`config.mk`:
```
export PLATFORM = sky130hd
export DESIGN_NAME = thi_coord_div
export DESIGN_NICKNAME = d
export VERILOG_FILES = /design/src/rtl/thi_pkg.sv /design/src/rtl/thi_coord_div.sv
export SDC_FILE = /design/constraint.sdc
export NUM_CORES = 2
export LEC_CHECK = 0
export ABC_CLOCK_PERIOD_IN_PS = 4400
export BUFFER_PORTS_ARGS = -buffer_cell sky130_fd_sc_hd__buf_4
export CAP_MARGIN = 10
export CORE_ASPECT_RATIO = 0.6
export CORE_UTILIZATION = 60
export CTS_BUF_LIST = sky130_fd_sc_hd__clkbuf_16
export DETAILED_ROUTE_END_ITERATION = 8
export GPL_ROUTABILITY_DRIVEN = 0
export HOLD_SLACK_MARGIN = 0.1
export PLACE_DENSITY = 0.76
export REMOVE_ABC_BUFFERS = 1
export SLEW_MARGIN = 20
export SYNTH_ARGS = -nofsm -noshare
export SYNTH_HDL_FRONTEND = slang
export SYNTH_SLANG_ARGS = --single-unit
```
`constraint.sdc`:
```
create_clock -name i_clk -period 4.4 [get_ports i_clk]
set_clock_uncertainty 0.2 [all_clocks]
set_input_delay 0.22 -clock i_clk [delete_from_list [all_inputs] [get_ports i_clk]]
set_output_delay 0.22 -clock i_clk [all_outputs]
set_load 0.05 [all_outputs]
```
`src/rtl/thi_pkg.sv`:
```
// shared constants, codes and pipeline record types for the terrain height interpolator
// no dependencies; every other file refers to it by scoped names
`timescale 1ns / 1ps

package thi_pkg;

    localparam int MAX_GRID_POINTS = 256;
    localparam int GRID_W          = $clog2(MAX_GRID_POINTS);
    localparam int BANK_DEPTH      = (MAX_GRID_POINTS * MAX_GRID_POINTS) / 4;
    localparam int BANK_AW         = $clog2(BANK_DEPTH);
    localparam int H_W             = 24;
    localparam int POS_W           = 21;
    localparam int UD_W            = 16;
    localparam int MS_W            = 9;
    localparam int FRAC_W          = 16;
    localparam int QUO_W           = POS_W + FRAC_W;
    localparam int RAT_W           = FRAC_W + 1;

    localparam logic [1:0] ST_OK  = 2'd0;
    localparam logic [1:0] ST_OBJ = 2'd1;
    localparam logic [1:0] ST_NEG = 2'd2;
    localparam logic [1:0] ST_OUT = 2'd3;

    localparam logic OP_WRITE = 1'b0;
    localparam logic OP_QUERY = 1'b1;

    localparam logic CFG_UNIT_DIST = 1'b0;
    localparam logic CFG_MAP_SIZE  = 1'b1;

    // triangle of the cell that holds the point
    typedef enum logic [1:0] {
        TRI_ODD_LOW,
        TRI_ODD_HIGH,
        TRI_EVEN_UPPER,
        TRI_EVEN_LOWER
    } t_tri;

    // corner of a cell as {dx, dz}
    localparam logic [1:0] CRN_00 = 2'b00;
    localparam logic [1:0] CRN_01 = 2'b01;
    localparam logic [1:0] CRN_10 = 2'b10;
    localparam logic [1:0] CRN_11 = 2'b11;

    // item record alongside the coordinate dividers
    typedef struct packed {
        logic              op;
        logic              px_neg;
        logic              pz_neg;
        logic [GRID_W-1:0] sx;
        logic [GRID_W-1:0] sz;
        logic [H_W-1:0]    sh;
        logic [H_W-1:0]    oh;
        logic              ov;
    } t_front;

    // item record alongside the ratio divider and memory access
    typedef struct packed {
        logic              op;
        logic [1:0]        status;
        t_tri              tri_sel;
        logic [GRID_W-1:0] ix;
        logic [GRID_W-1:0] iz;
        logic [FRAC_W-1:0] fx;
        logic [GRID_W-1:0] sx;
        logic [GRID_W-1:0] sz;
        logic [H_W-1:0]    sh;
        logic [H_W-1:0]    oh;
        logic              ov;
    } t_back;

    // item record for the interpolation tail
    typedef struct packed {
        logic             op;
        logic [1:0]       status;
        logic [H_W-1:0]   oh;
        logic             ov;
        logic [RAT_W-1:0] ratio;
    } t_tail;

endpackage

```
`src/rtl/thi_coord_div.sv`:
```
// pipelined restoring divider, one quotient bit per stage: (dividend << 16) / divisor
// depends on thi_pkg for widths
`timescale 1ns / 1ps

module thi_coord_div (
    input  logic                          i_clk,
    input  logic                          i_en,
    input  logic [thi_pkg::POS_W-1:0]     i_dividend,
    input  logic [thi_pkg::UD_W-1:0]      i_divisor,
    output logic [thi_pkg::QUO_W-1:0]     o_quot
);

    localparam int NST = thi_pkg::QUO_W;

    logic [thi_pkg::QUO_W-1:0] r_w [0:NST-1];
    logic [thi_pkg::UD_W-1:0]  r_r [0:NST-1];
    logic [thi_pkg::UD_W-1:0]  r_d [0:NST-1];
    logic [thi_pkg::QUO_W-1:0] n_w [0:NST-1];
    logic [thi_pkg::UD_W-1:0]  n_r [0:NST-1];
    logic [thi_pkg::UD_W-1:0]  n_d [0:NST-1];

    // one shift-compare-subtract per stage
    always_comb begin
        logic [thi_pkg::QUO_W-1:0] src_w;
        logic [thi_pkg::UD_W-1:0]  src_r;
        logic [thi_pkg::UD_W-1:0]  src_d;
        logic [thi_pkg::UD_W:0]    t;
        logic                      ge;
        for (int s = 0; s < NST; s++) begin
            if (s == 0) begin
                src_w = {i_dividend, {thi_pkg::FRAC_W{1'b0}}};
                src_r = '0;
                src_d = i_divisor;
            end else begin
                src_w = r_w[s-1];
                src_r = r_r[s-1];
                src_d = r_d[s-1];
            end
            t  = {src_r, src_w[thi_pkg::QUO_W-1]};
            ge = t >= {1'b0, src_d};
            n_r[s] = ge ? thi_pkg::UD_W'(t - {1'b0, src_d}) : t[thi_pkg::UD_W-1:0];
            n_w[s] = {src_w[thi_pkg::QUO_W-2:0], ge};
            n_d[s] = src_d;
        end
    end

    always_ff @(posedge i_clk) begin
        if (i_en) begin
            for (int s = 0; s < NST; s++) begin
                r_w[s] <= n_w[s];
                r_r[s] <= n_r[s];
                r_d[s] <= n_d[s];
            end
        end
    end

    assign o_quot = r_w[NST-1];

endmodule

```
Yosys cells after proc, flatten, opt, wreduce, memory -nomap -nowiden
Memory sizes are Yosys's and may differ from the RTL's.
Cells that the tools add are included.
{"block": "op_classes", "addsub": 37, "n_lt_le_gt_ge": 37, "n_mux": 39}
{"cell": "$ge 17x16->1", "count": 36}
{"cell": "$mux 16", "count": 37}
{"cell": "$sub 16x16->16", "count": 36}
{"cell": "$ge 1x16->1", "count": 1}
{"cell": "$sub 1x16->16", "count": 1}
{"cell": "$mux 1", "count": 2}
{"block": "word_totals", "register_bits": 0, "ramBits": 2553, "out_inout_bits": 37, "mem_count": 3}
{"memory": "r_w", "words": 37, "width": 37, "read_ports": 37, "rd_clocked_by_memory_dff": 0, "wr": 37, "line_no": "thi_coord_div.sv:15", "rtl": "logic [thi_pkg::QUO_W-1:0] r_w [0:NST-1];"}
{"memory": "r_d", "words": 37, "width": 16, "read_ports": 36, "rd_clocked_by_memory_dff": 0, "wr": 37, "line_no": "thi_coord_div.sv:17", "rtl": "logic [thi_pkg::UD_W-1:0] r_d [0:NST-1];"}
{"memory": "r_r", "words": 37, "width": 16, "read_ports": 36, "rd_clocked_by_memory_dff": 0, "wr": 37, "line_no": "thi_coord_div.sv:16", "rtl": "logic [thi_pkg::UD_W-1:0] r_r [0:NST-1];"}

Logic depth before layout (Yosys ltp)
An unclocked memory read counts as a cell.
{"block": "logic_depth", "word_depth": 3, "depth_mapped": 13}

Worst setup path before layout
No wires, ideal clock.
{"block": "synth_timing", "kind": "register to register", "startpoint": "mem r_d[1][1] in the netlist's numbering", "endpoint": "mem r_r[1][24] in the netlist's numbering (data pin)", "setup_ns": 0.260, "t_arrival_ns": 2.824, "required_ns": 3.940, "slack_ns": 1.116, "stages_incl_launch_ff": 14, "n_path_buf": 2, "cell_sequence": "edfxtp_1 > inv_1 > ha_1 > nor2b_1 > o21ai_0 > a21boi_1 > o311a_1 > a211oi_2 > o21ai_0 > a21oi_1 > o21a_1 > buf_2 > buf_4 > mux2_2"}
{"element": "from (decl)", "line_no": "thi_coord_div.sv:17"}
{"element": "to (decl)", "line_no": "thi_coord_div.sv:16"}

==> results.py <==
metrics = {
    "clock_tree": {
        "h-tree-depth": 4,
        "cts_tree": "done",
        "cts_buffer_depth": 3,
        "root_buffer": "clkbuf_16",
        "clk_latency_ns": 0.82,
        "cts.clk_slew.worst_paths_ns": 0.06,
        "cts_made_buffers": 181,
        "clock_sinks": 2065,
    },
    "floorplanning": {
        "rows": 112,
        "die_h_um": 311.0,
        "die_x_um": 516.9,
        "ios": 76,
        "core-area_mm2": 0.1567,
        "start_util_pct": 60.92,
        "die-area_mm2": 0.1607,
    },
    "setup_path": {
        "start_kind": "flop",
        "path_class": "reg -> reg",
        "reg2reg_to": "r_r[1][34]$_DFFE_PP_",
        "r2r_slack_ns": 0.33,
        "crit_required_ns": 4.76,
        "worst-path-max-fanout": 17,
        "worst_ep_arrival_time_ns": 4.44,
        "endpoint_kind": "flop",
        "rr_startpoint": "r_r[1][18]$_DFFE_PP_",
        "reg2reg_depth": 10,
    },
    "min_path": {
        "min-delay-start": "i_dividend[20]",
        "hold_depth": 4,
        "hold_end": "r_r[0][0]$_DFFE_PP_",
        "hold_path_class": "in -> reg",
    },
    "sta": {
        "final-max-slew-violation-count": 0,
        "rsz0062_at_grt": "false",
        "fin_crit_sh_pct": 92.57,
        "setup_violations": 0,
        "min_period_ns": 4.073,
        "clock.fmax_mhz": 245.5,
        "maxSlewHeadroom_pct": 27.62,
        "tightestPinTransition_ns": 1.086,
        "hold_violations": 0,
        "setup_tns_ns": 0,
        "hold_ws_ns": 0.1507,
    },
    "route": {
        "routed_via_density": 5.804,
        "drc": 0,
        "drtPass1Iterations": 8,
        "via_count": 55430,
        "totalWireLength_um": 180400,
        "drt_iter0_markers": 5729,
        "post_drt_wl_per_cell_um": 18.89,
        "ant_nets": 0,
    },
    "logic_synthesis": {
        "synth.largest_area_cell": "edfxtp_1",
        "yosysWarnings": 0,
        "synth_top_family_by_area": "compound AO/OA/AOI/OAI gates",
        "ys_types": 85,
        "synth-compound-area-share_pct": 8.966,
        "synthArstFlopShare_pct": 0,
        "synth_fa_ha_area_share_pct": 8.298,
        "muxShareOfSynthArea_pct": 3.690,
        "syn_avg_cell_area_um2": 13.69,
        "synth-seq-cells": 2065,
        "ys_seq_area_share_pct": 64.97,
        "synth_xor_area_share_pct": 3.698,
        "synth.top_cell.area_share_pct": 64.97,
        "synth_edf_count": 2065,
        "syn_area_mm2": 0.09545,
        "synthTopCellsByArea": "edfxtp_1 (65%), ha_1 (7.6%), mux2_2 (3.1%)",
        "synthCells": 6973,
        "synth_flop_cell": "edfxtp_1",
        "synthSimpleGateAreaFrac_pct": 6.983,
    },
    "place": {
        "port_buffers": 75,
        "post_dp_cell_area_mm2": 0.09905,
        "dp_hpwl_um": 124600,
    },
    "layout": {
        "multi_input_comb_area_mm2": 0.03026,
        "area_growth_pct": 10.82,
        "nets": 7945,
        "n_fill_cell": 10830,
        "antennaDiodeCount": 0,
        "drive_gt1_share_pct": 10.31,
        "fin_area_mm2": 0.1058,
        "final-seq-area_mm2": 0.06201,
    },
    "global_route": {
        "antenna_found_initial": 1,
        "grt_overflow": 0,
        "grt_max_degree": 184,
        "grt_pass1_vias": 53360,
        "grt_pass1_wl_um": 287200,
        "grt_usage_pct": 22.43,
    },
    "power": {
        "p_sw_share_pct": 33.68,
        "power_density_mw_per_mm2": 696.7,
        "p_clk_share_pct": 21.7,
        "pwr-share-comb_pct": 38.0,
        "peakVddDrop_mv": 0.4397,
        "switchingPower_mw": 24.82,
        "internal-power_mw": 48.88,
        "pwr-share-seq_pct": 40.3,
        "total_power_mw": 73.69,
        "leakagePower_nw": 41.71,
    },
    "run": {
        "cap_violations": 0,
    },
    "status": {
        "status": "completed",
    },
}
==> power groups by stage <==
| stage | registers [mW] | clock network [mW] | logic, mW |
|---|---|---|---|
| 6_report | 29.7 | 16.0 | 28.0 |
| 5_1_grt | 30.0 | 17.1 | 30.9 |
| 4_1_cts | 29.7 | 16.4 | 27.6 |
| 3_5_place_dp | 30.0 | 0 | 27.2 |
| 3_3_place_gp | 30.0 | 0 | 26.0 |
| 2_1_floorplan | 29.0 | 0 | 20.9 |
==> synthesized netlist by cell type (84+ instances only) <==
cell      count
nand2_1     354
nor3_1      114
nand4_1      85
a21o_1      143
inv_1       752
a21oi_1     377
ha_1        577
xor2_1      169
nor2_1      418
edfxtp_1   2065
o21ai_0     320
nand3_1      84
nor2b_1      90
mux2_2      264
xnor2_1     234
==> metrics by stage <==
| step | cells | setup WS [ns] | utilization, % |
|---|---|---|---|
| finish | 9551 | 0.3271 | 67.51 |
| global route | 9551 | 0.07364 | 67.51 |
| global placement | 9146 | 0.6265 | 63.22 |
| CTS | 9551 | 0.3448 | 67.50 |
| detailed placement | 9146 | 0.3982 | 63.22 |
| floorplan | 6884 | 0.1978 | - |
==> flip-flops by register name, summed over array words and instances (netlist names) <==
| signal | flops |
|---|---|
| r_w | 913 |
| r_d | 576 |
| r_r | 576 |
==> kinds of logic after synthesis <==
kind of cell / Yosys count
flip-flops: 2065
multiplexers: 313
buffers and inverters: 842
AO/OA/AOI/OAI: 1338
adder cells (fa/ha/maj): 612
XOR/XNOR: 403
AND/OR/NAND/NOR: 1400
==> metal layers <==
metal / global-route usage [%] / share of wire [%] / up-vias / wire, um
met5: 0 / 0.0078 / - / 14
met4: 4.579 / 1.4 / 2 / 2578
met3: 3.944 / 7.5 / 232 / 13530
met2: 31.93 / 42 / 1716 / 76520
met1: 36.05 / 49 / 27030 / 87800
li1: - / - / 26460 / -
==> placed cells by master (no fill, tap or decap), types with 84 or more instances in the layout <==
master / netlist / routed
edfxtp_1: 2065 / 2065
inv_1: 752 / 787
ha_1: 577 / 577
nor2_1: 418 / 418
a21oi_1: 377 / 376
nand2_1: 354 / 354
o21ai_0: 320 / 315
mux2_2: 264 / 264
xnor2_1: 234 / 234
clkbuf_16: 0 / 182
xor2_1: 169 / 169
a21o_1: 143 / 143
buf_4: 6 / 139
nor3_1: 114 / 114
nor2b_1: 90 / 90
nand4_1: 85 / 85
nand3_1: 84 / 84
==> worst max-delay path, cell delays in order, from the launching register on <==
cell,delay [ns]
edfxtp_1,0.39
ha_1,0.39
o21a_1,0.14
o31a_1,0.24
o41a_1,0.28
a211oi_2,0.14
o31ai_1,0.49
nor2_1,0.12
o21ai_1,0.18
a211o_1,0.81
mux2_2,0.43
==> worst max path at each step <==
stage,cells after the start,slack (ns),end,from
CTS,10,0.34,r_r[1][38]$_DFFE_PP_,r_r[1][18]$_DFFE_PP_
finish,10,0.33,r_r[1][34]$_DFFE_PP_,r_r[1][18]$_DFFE_PP_
global route,10,0.07,r_r[4][36]$_DFFE_PP_,r_d[4][17]$_DFFE_PP_
global placement,11,0.63,r_r[1][34]$_DFFE_PP_,r_d[1][17]$_DFFE_PP_
detailed placement,11,0.40,r_r[1][38]$_DFFE_PP_,r_d[1][19]$_DFFE_PP_
floorplan,10,0.20,r_r[5][18]$_DFFE_PP_,r_d[5][1]$_DFFE_PP_
==> area by class of cell <==
cell class / instances / share of cell area (%)
Tap cell: 2109 / 2.495
Clock inverter: 149 / 1.333
Inverter: 753 / 2.672
Multi-Input combinational cell: 4066 / 28.61
Timing Repair Buffer: 227 / 1.959
Clock buffer: 182 / 4.306
Sequential cell: 2065 / 58.62
==> timing repair <==
item                      4_1_cts  5_1_grt
buffers inserted                0        0
hold buffers                   74        0
hold endpoints to repair      472        0
gates resized for setup         0        0
No activity file was read; power rests on OpenSTA's default activity.
