`src/rtl/thi_pkg.sv`:
```
// shared constants, codes and pipeline record types for the terrain height interpolator
// no dependencies; every other file refers to it by scoped names
`timescale 1ns / 1ps

package thi_pkg;

    localparam int MAX_GRID_POINTS = 256;
    localparam int GRID_W          = $clog2(MAX_GRID_POINTS);
    localparam int BANK_DEPTH      = (MAX_GRID_POINTS * MAX_GRID_POINTS) / 4;
    localparam int BANK_AW         = $clog2(BANK_DEPTH);
    localparam int H_W             = 24;
    localparam int POS_W           = 21;
    localparam int UD_W            = 16;
    localparam int MS_W            = 9;
    localparam int FRAC_W          = 16;
    localparam int QUO_W           = POS_W + FRAC_W;
    localparam int RAT_W           = FRAC_W + 1;

    localparam logic [1:0] ST_OK  = 2'd0;
    localparam logic [1:0] ST_OBJ = 2'd1;
    localparam logic [1:0] ST_NEG = 2'd2;
    localparam logic [1:0] ST_OUT = 2'd3;

    localparam logic OP_WRITE = 1'b0;
    localparam logic OP_QUERY = 1'b1;

    localparam logic CFG_UNIT_DIST = 1'b0;
    localparam logic CFG_MAP_SIZE  = 1'b1;

    // triangle of the cell that holds the point
    typedef enum logic [1:0] {
        TRI_ODD_LOW,
        TRI_ODD_HIGH,
        TRI_EVEN_UPPER,
        TRI_EVEN_LOWER
    } t_tri;

    // corner of a cell as {dx, dz}
    localparam logic [1:0] CRN_00 = 2'b00;
    localparam logic [1:0] CRN_01 = 2'b01;
    localparam logic [1:0] CRN_10 = 2'b10;
    localparam logic [1:0] CRN_11 = 2'b11;

    // item record alongside the coordinate dividers
    typedef struct packed {
        logic              op;
        logic              px_neg;
        logic              pz_neg;
        logic [GRID_W-1:0] sx;
        logic [GRID_W-1:0] sz;
        logic [H_W-1:0]    sh;
        logic [H_W-1:0]    oh;
        logic              ov;
    } t_front;

    // item record alongside the ratio divider and memory access
    typedef struct packed {
        logic              op;
        logic [1:0]        status;
        t_tri              tri_sel;
        logic [GRID_W-1:0] ix;
        logic [GRID_W-1:0] iz;
        logic [FRAC_W-1:0] fx;
        logic [GRID_W-1:0] sx;
        logic [GRID_W-1:0] sz;
        logic [H_W-1:0]    sh;
        logic [H_W-1:0]    oh;
        logic              ov;
    } t_back;

    // item record for the interpolation tail
    typedef struct packed {
        logic             op;
        logic [1:0]       status;
        logic [H_W-1:0]   oh;
        logic             ov;
        logic [RAT_W-1:0] ratio;
    } t_tail;

endpackage

```
`src/rtl/thi_ratio_div.sv`:
```
// pipelined restoring divider for interpolation ratios: (num << 16) / den, num <= den
// depends on thi_pkg for widths
`timescale 1ns / 1ps

module thi_ratio_div (
    input  logic                      i_clk,
    input  logic                      i_en,
    input  logic [thi_pkg::RAT_W-1:0] i_num,
    input  logic [thi_pkg::RAT_W-1:0] i_den,
    output logic [thi_pkg::RAT_W-1:0] o_ratio
);

    localparam int NST = thi_pkg::RAT_W;

    logic [thi_pkg::RAT_W:0]   r_r [0:NST-1];
    logic [thi_pkg::RAT_W-1:0] r_q [0:NST-1];
    logic [thi_pkg::RAT_W-1:0] r_d [0:NST-1];
    logic [thi_pkg::RAT_W:0]   n_r [0:NST-1];
    logic [thi_pkg::RAT_W-1:0] n_q [0:NST-1];
    logic [thi_pkg::RAT_W-1:0] n_d [0:NST-1];

    // compare, subtract, double the partial remainder
    always_comb begin
        logic [thi_pkg::RAT_W:0]   src_r;
        logic [thi_pkg::RAT_W-1:0] src_q;
        logic [thi_pkg::RAT_W-1:0] src_d;
        logic [thi_pkg::RAT_W:0]   sub;
        logic                      ge;
        for (int s = 0; s < NST; s++) begin
            if (s == 0) begin
                src_r = {1'b0, i_num};
                src_q = '0;
                src_d = i_den;
            end else begin
                src_r = r_r[s-1];
                src_q = r_q[s-1];
                src_d = r_d[s-1];
            end
            ge     = src_r >= {1'b0, src_d};
            sub    = ge ? (src_r - {1'b0, src_d}) : src_r;
            n_r[s] = {sub[thi_pkg::RAT_W-1:0], 1'b0};
            n_q[s] = {src_q[thi_pkg::RAT_W-2:0], ge};
            n_d[s] = src_d;
        end
    end

    always_ff @(posedge i_clk) begin
        if (i_en) begin
            for (int s = 0; s < NST; s++) begin
                r_r[s] <= n_r[s];
                r_q[s] <= n_q[s];
                r_d[s] <= n_d[s];
            end
        end
    end

    assign o_ratio = r_q[NST-1];

endmodule

```
`config.mk`:
```
export PLATFORM = sky130hd
export DESIGN_NAME = thi_ratio_div
export DESIGN_NICKNAME = d
export VERILOG_FILES = /design/src/rtl/thi_pkg.sv /design/src/rtl/thi_ratio_div.sv
export SDC_FILE = /design/constraint.sdc
export NUM_CORES = 1
export LEC_CHECK = 0
export BUFFER_PORTS_ARGS = -buffer_cell sky130_fd_sc_hd__buf_4
export CORE_ASPECT_RATIO = 0.6
export CORE_MARGIN = 1.5
export CORE_UTILIZATION = 60
export CTS_BUF_LIST = sky130_fd_sc_hd__clkbuf_8
export DETAILED_ROUTE_END_ITERATION = 8
export PLACE_DENSITY_LB_ADDON = 0.1
export SLEW_MARGIN = 20
export SYNTH_ARGS = -nofsm -noshare
export SYNTH_HDL_FRONTEND = slang
export SYNTH_SLANG_ARGS = --single-unit
```
`constraint.sdc`:
```
create_clock -name i_clk -period 3.1 [get_ports i_clk]
set_input_delay 0.62 -clock i_clk [delete_from_list [all_inputs] [get_ports i_clk]]
set_output_delay 0.62 -clock i_clk [all_outputs]
set_load 0.01 [all_outputs]
```
* After elaboration in Yosys (flattened, before gate mapping)
Memory sizes are Yosys's and may differ from the RTL's.
Cells that the tools add are included.
** Cells by class
- Add/subtract/negate cells :: 17
- Multipliers :: 0
- Div/mod/pow operators :: 0
- $lt $le $gt $ge :: 17
- Equal/unequal tests :: 0
- Shifts and indexed selects :: 0
- Multiplexer cells :: 19
- Bitwise operators :: 0
- Reduce and logical (&&, ||, !) cells :: 0
** Operators by type and width (count)
- $mux W17 :: 17
- $sub A17 B17 Y17 :: 17
- $ge A18 B17 Y1 :: 16
- $ge A17 B17 Y1 :: 1
- $mux W1 :: 2
** Storage, ports and cells
- Flip-flop bits (word level) :: 0
- Latch bits :: 0
- Memory bits (writable) :: 867
- Memory bits (read-only) :: 0
- Input bits :: 36
- Output and inout port bits :: 17
- Logic and storage cells :: 56
- Memories kept :: 3
** Memory list
- r_d :: words 17, width 17, read ports 16, clocked after memory_dff 0, wr ports 17, RTL line thi_ratio_div.sv:17 : logic [thi_pkg::RAT_W-1:0] r_d [0:NST-1];
- r_q :: words 17, width 17, read ports 17, clocked after memory_dff 0, wr ports 17, RTL line thi_ratio_div.sv:16 : logic [thi_pkg::RAT_W-1:0] r_q [0:NST-1];
- r_r :: words 17, width 17, read ports 16, clocked after memory_dff 0, wr ports 17, RTL line thi_ratio_div.sv:15 : logic [thi_pkg::RAT_W:0] r_r [0:NST-1];

* Logic depth before layout (Yosys ltp)
Gate-level depths: netlist (run 1).
An unclocked memory read counts as a cell.
- Depth after elaboration :: 3
- Depth in mapped cells :: 13
- Depth with buffers taken out :: 12

* Least setup slack after synthesis (run 1)
Ideal clock, no wire load.
- Path type :: input to register
- From :: in i_num[0] (netlist name)
- To :: mem r_r[0][14] (netlist name) (data pin)
- Arrival time :: 2.651 ns
- Required time :: 2.846 ns
- Path slack :: 0.196 ns
- Cell stages on the path :: 12
- Cells stage by stage :: inv_1 > ha_1 > fa_1 > nor2b_1 > o31a_1 > o21ai_1 > a2111oi_0 > o21ai_0 > a21oi_1 > or4_1 > a31oi_1 > a21o_1
** RTL lines
- from (decl) :: RTL line thi_ratio_div.sv:8 : input logic [thi_pkg::RAT_W-1:0] i_num,
- to (decl) :: RTL line thi_ratio_div.sv:15

==> results.ini, run 1 <==
[clocking]
worstSkewPairLatency_ns = 0.74
cts.sinks = 697
ctsHoldBuffers = 0
htreeDepth = 3
cts_tree = built
clk_pin_slew_worst_paths_ns = 0.07
cts_buffers = 101
cts.root.buffer_cell = clkbuf_8
clock_path_buffers = 3

[power]
powerDensity_nw_per_um2 = 1020
vdd_drop_max_v = 0.000526
power_uw = 44100
leakage_uw = 0.0180

[sta]
finalSetupViolations = 11
finalHoldViolCount = 0
max_freq_mhz = 318
tightest_slew_ns = 0.673
report.final.slew_viol_count = 0
rsz0062_at_grt = true
period_needed_ns = 3.14
skew_ns = 0.0379
slew_headroom = 0.551
min_period_over_period = 1.01
fin_ws_ns = -0.0442
tns_ns = -0.210

[die]
die_h_um = 196
ioPinCount = 53
start_util = 0.609
design.core.area_um2 = 61000
fp-row-count = 70
die_area_um2 = 63500
die_x_um = 324

[drt]
antenna_left = 0
drc = 0
via_per_inst = 5.88
avgRoutedWirePerCell_um = 21.2
drt-pass1-iter-count = 8
first_iter_violations = 2838
vias = 25800
routed_wl_mm = 92.8

[final_layout]
drive_gt1_frac = 0.188
diodes = 0
layout_commonest_cell = edfxtp_1
area_growth_pct = 16.1
final_nets = 3816
layout_common_cells = edfxtp_1 (697), inv_1 (383), buf_4 (284), ha_1 (279), nand2_1 (194)

[global_routing]
grtUsageTotal = 0.290
antenna_found_initial = 1
grt_pass1_wl_mm = 140
globalRouteOverflowTotal = 0
grt_pass1_vias = 24400
grt_max_degree = 105

[critical_path]
endpoint_kind = flop
critical_path.max_fanout = 4
cp-start-kind = flop
cp.arrival_ns = 3.61
cp.required_ns = 3.57
critPathKind = reg2reg

[hold_path]
holdCritPathClass = in2reg

[yosys]
syn-num-nets = 3441
synth_ff_type = edfxtp_1
synth_compound_area_frac = 0.123
synth_mux_area_frac = 0.0326
avgSynthCellArea_um2 = 12.0
syn_inst = 3101
ys_ff_latch = 697
synth_top_family_by_area = compound AO/OA/AOI/OAI gates
synth-xor-area-share = 0.0507
synth-simple-area-share = 0.0823
ys_async_sr_fraction = 0
synthAdderAreaFrac = 0.106
synth_largest_area_cell = edfxtp_1
yosysTopAreaCellShare = 0.563
netlist_top_cells_area = edfxtp_1 (56%), ha_1 (9.7%), inv_1 (3.7%), xnor2_1 (3.1%), a21oi_1 (2.7%)
synth-edff-count = 697
ys_warn_count = 0
ys_types = 80
synth_area_um2 = 37100
yosysSeqAreaShare = 0.563

[flow_run]
max_cap_viol_count = 0

[status]
status = finished with violations
violations = negative setup slack

[placement]
dp_hpwl_mm = 67.8
portBuffers = 52
gp_congestion = 0.961

-- cell usage after synthesis (all sizes together) (40+ instances only) --
master	instances
a21o	78
mux2	99
nor3	58
o21ai	217
ha	288
xor2	83
nor2	179
nand3	40
nor2b	44
edfxtp	697
nand2	195
a21oi	204
inv	364
xnor2	132
-- through the flow --
step	setup WS, ns	hold WS (ns)	cell area (um2)	instances	utilization
finish	-0.0442	0.0721	43100	4380	0.707
global route	-0.133	0.0303	43100	4380	0.707
CTS	0.000382	0.00749	42200	4335	0.691
detailed placement	-0.266	0.405	40200	4147	0.658
global placement	-0.244	0.400	40200	4147	0.658
floorplan	0.196	0.400	37100	3101	-
-- repair_timing --
action / CTS / global route
setup buffers: 9 / 40
gates cloned: 0 / 6
pin swaps: 8 / 45
setup endpoints to repair: 72 / 196
resized for setup: 26 / 127
-- report_power, final --
group          switching, uW  internal [uW]
logic                  11600           9980
registers               1590          13900
clock network           3620           3420
-- path summary, 6_finish.rpt --
path                   start     endpoint  slack, ns  cells after the start
setup reg to reg  r_d[0][85]  r_r[0][113]      -0.04                     12
hold reg to reg   r_q[0][69]   r_q[0][87]       0.41                      0
setup / recovery  r_d[0][85]  r_r[0][113]      -0.04                     12
hold / removal     i_den[11]   r_d[0][11]       0.07                      1
-- registers in the layout, indices dropped and copies added, names as in the netlist --
signal	cells
r_q	153
r_d	272
r_r	272
-- cell families (layout without fill, tap and decap cells) --
kind of cell	Yosys count	after routing
buf+inv	406	857
compound gates	719	719
simple gates	654	654
fa+ha+maj	304	304
mux	106	106
flops	697	697
xor+xnor	215	215
-- worst max-delay path: stages, from the launching register on --
cell and delay (ns):
edfxtp_1 0.42, fa_1 0.50, nor2b_2 0.18, o21ai_4 0.10, a21oi_2 0.17, or2_1 0.15
a31oi_2 0.11, o21ai_0 0.11, buf_4 0.16, a31oi_1 0.11, o21ai_2 0.30, buf_4 0.21
mux2_2 0.37
-- metal layers --
metal | vias up | GRT usage | wire (um) | part of all wire
met3 | 92 | 0.107 | 12100 | 0.13
li1 | 12100 | - | - | -
met4 | 0 | 0.0547 | 1120 | 0.012
met2 | 1138 | 0.342 | 33000 | 0.36
met5 | - | 0 | 0 | 0
met1 | 12500 | 0.491 | 46600 | 0.50
-- cell type report --
class,instances,area (um2)
Tap cell,828,1040
Fill cell,4379,17900
Clock inverter,77,458
Sequential cell,697,20900
Multi-Input combinational cell,1998,15200
Inverter,364,1370
Timing Repair Buffer,314,2700
Clock buffer,102,1400
Power figures use the tool's default switching activity.
==> inputs of run 2 (changes only) <==
Settings changed: RECOVER_POWER set to 50.
==> results.ini, run 2 (synthesized netlist as in run 1, its figures left out) <==
[status]
status = finished with violations
violations = max-capacitance violations, max-slew violations, negative setup slack

[die]
die_x_um = 324
fp-row-count = 70
start_util = 0.609
die_area_um2 = 63500
design.core.area_um2 = 61000
die_h_um = 196
ioPinCount = 53

[sta]
min_period_over_period = 1.01
fin_worst_hold_slack_ns = 0.0994
fin_ws_ns = -0.0416
finalHoldViolCount = 0
rsz0062_at_grt = true
period_needed_ns = 3.14
skew_ns = 0.0343
report.final.slew_viol_count = 27
tightest_slew_ns = 2.39
max_freq_mhz = 318
slew_headroom = -0.592
finalSetupViolations = 8

[clocking]
htreeDepth = 3
cts.root.buffer_cell = clkbuf_8
cts.sinks = 697
worstSkewPairLatency_ns = 0.74
clock_path_buffers = 3
ctsHoldBuffers = 0
cts_buffers = 101
cts_tree = built
clk_pin_slew_worst_paths_ns = 0.07

[global_routing]
grt_pass1_vias = 24400
globalRouteOverflowTotal = 0
grtUsageTotal = 0.290
grt_pass1_wl_mm = 140
grt_max_degree = 105
antenna_found_initial = 1

[drt]
antenna_left = 0
vias = 25800
drt-pass1-iter-count = 6
avgRoutedWirePerCell_um = 21.2
via_per_inst = 5.89
first_iter_violations = 2875
drc = 0
routed_wl_mm = 92.7

[hold_path]
min_from = i_den[11]
holdPathStages = 1
holdCritPathClass = in2reg
min_to = r_d[0][11]

[final_layout]
layout_commonest_cell = edfxtp_1
area_growth_pct = 15.9
fin_util = 0.705
final_nets = 3816
layout_common_cells = edfxtp_1 (697), inv_1 (383), ha_1 (279), buf_4 (249), nand2_1 (194)
reg_top3 = r_d: 272 flops, r_r: 272 flops, r_q: 153 flops
drive_gt1_frac = 0.182
diodes = 0

[critical_path]
rrSetupSlack_ns = -0.04
crit_family = compound AO/OA/AOI/OAI gates
crit_chain = inv_1, ha_1, nor2b_2, o21ai_2, a21oi_2, o41ai_2, buf_4, o211ai_1, buf_4, nor3_1, a21oi_1, xor2_1, mux2_4
critPathMostFrequentCell = buf_4
crit_slowest_cell = o211ai_1
critical_path.max_fanout = 3
cp.arrival_ns = 3.60
slowest_delay_ns = 0.55
critPathKind = reg2reg
r2r_end = r_r[0][149]
cp.required_ns = 3.56
cp-start-kind = flop
ff2ff_path_depth = 13
endpoint_kind = flop
r2r-start = r_d[0][120]
critPathBufInv = 3

[power]
vdd_drop_max_v = 0.000523
power_uw = 44100
leakage_uw = 0.0179
powerDensity_nw_per_um2 = 1020

[placement]
portBuffers = 52
dp_hpwl_mm = 67.8
gp_congestion = 0.961

[flow_run]
max_cap_viol_count = 1

-- run 2: cell types whose count changed in the layout (fill, tap and decap cells not counted), sizes merged --
cell    change
buf        -36
clkbuf     +36
-- run 2: layout make-up --
class / instances / area [um2]
multi-input cells: 1998 / 15200
well taps: 828 / 1040
inverters: 364 / 1370
clock buffers: 102 / 1400
fillers: 4386 / 18000
flip-flops and latches: 697 / 20900
repair buffers: 314 / 2620
clock inverters: 77 / 458
-- run 2: routing by layer --
| layer | track usage | wire [um] | up-vias |
|---|---|---|---|
| met3 | 0.107 | 12100 | 100 |
| met1 | 0.491 | 46500 | 12500 |
| met5 | 0 | 0 | - |
| li1 | - | - | 12000 |
| met4 | 0.0547 | 1120 | 0 |
| met2 | 0.342 | 33000 | 1179 |
-- run 2: how the worst max path moves through the flow --
stage / from / endpoint / cells after the start
after global placement: i_num[0] / r_r[0][16] / 14
after detailed placement: i_num[0] / r_r[0][16] / 14
final: r_d[0][120] / r_r[0][149] / 13
after CTS: r_d[0][70] / r_r[0][93] / 12
after floorplan: i_num[0] / r_r[0][14] / 12
after global routing: r_d[0][85] / r_r[0][114] / 12
-- run 2: what timing repair did --
action,CTS,global route
setup buffers,9,40
gates cloned,0,6
resized for setup,26,127
endpoints found under the setup margin,72,196
pin swaps,8,45
-- run 2: metrics by stage --
stage          setup WS (ns)  std cells  instance area [um2]  TNS (ns)
3_5_place_dp          -0.266       4147                40200     -4.67
2_1_floorplan          0.196       3101                37100         0
3_3_place_gp          -0.244       4147                40200     -2.80
5_1_grt               -0.133       4380                43100     -2.31
6_report             -0.0416       4380                43100    -0.152
4_1_cts             0.000382       4335                42200         0
-- run 2: where the power goes --
part / total [uW] / internal (uW) / switching, uW
clock network: 7030 / 3420 / 3610
logic: 21600 / 9970 / 11600
registers: 15500 / 13900 / 1590
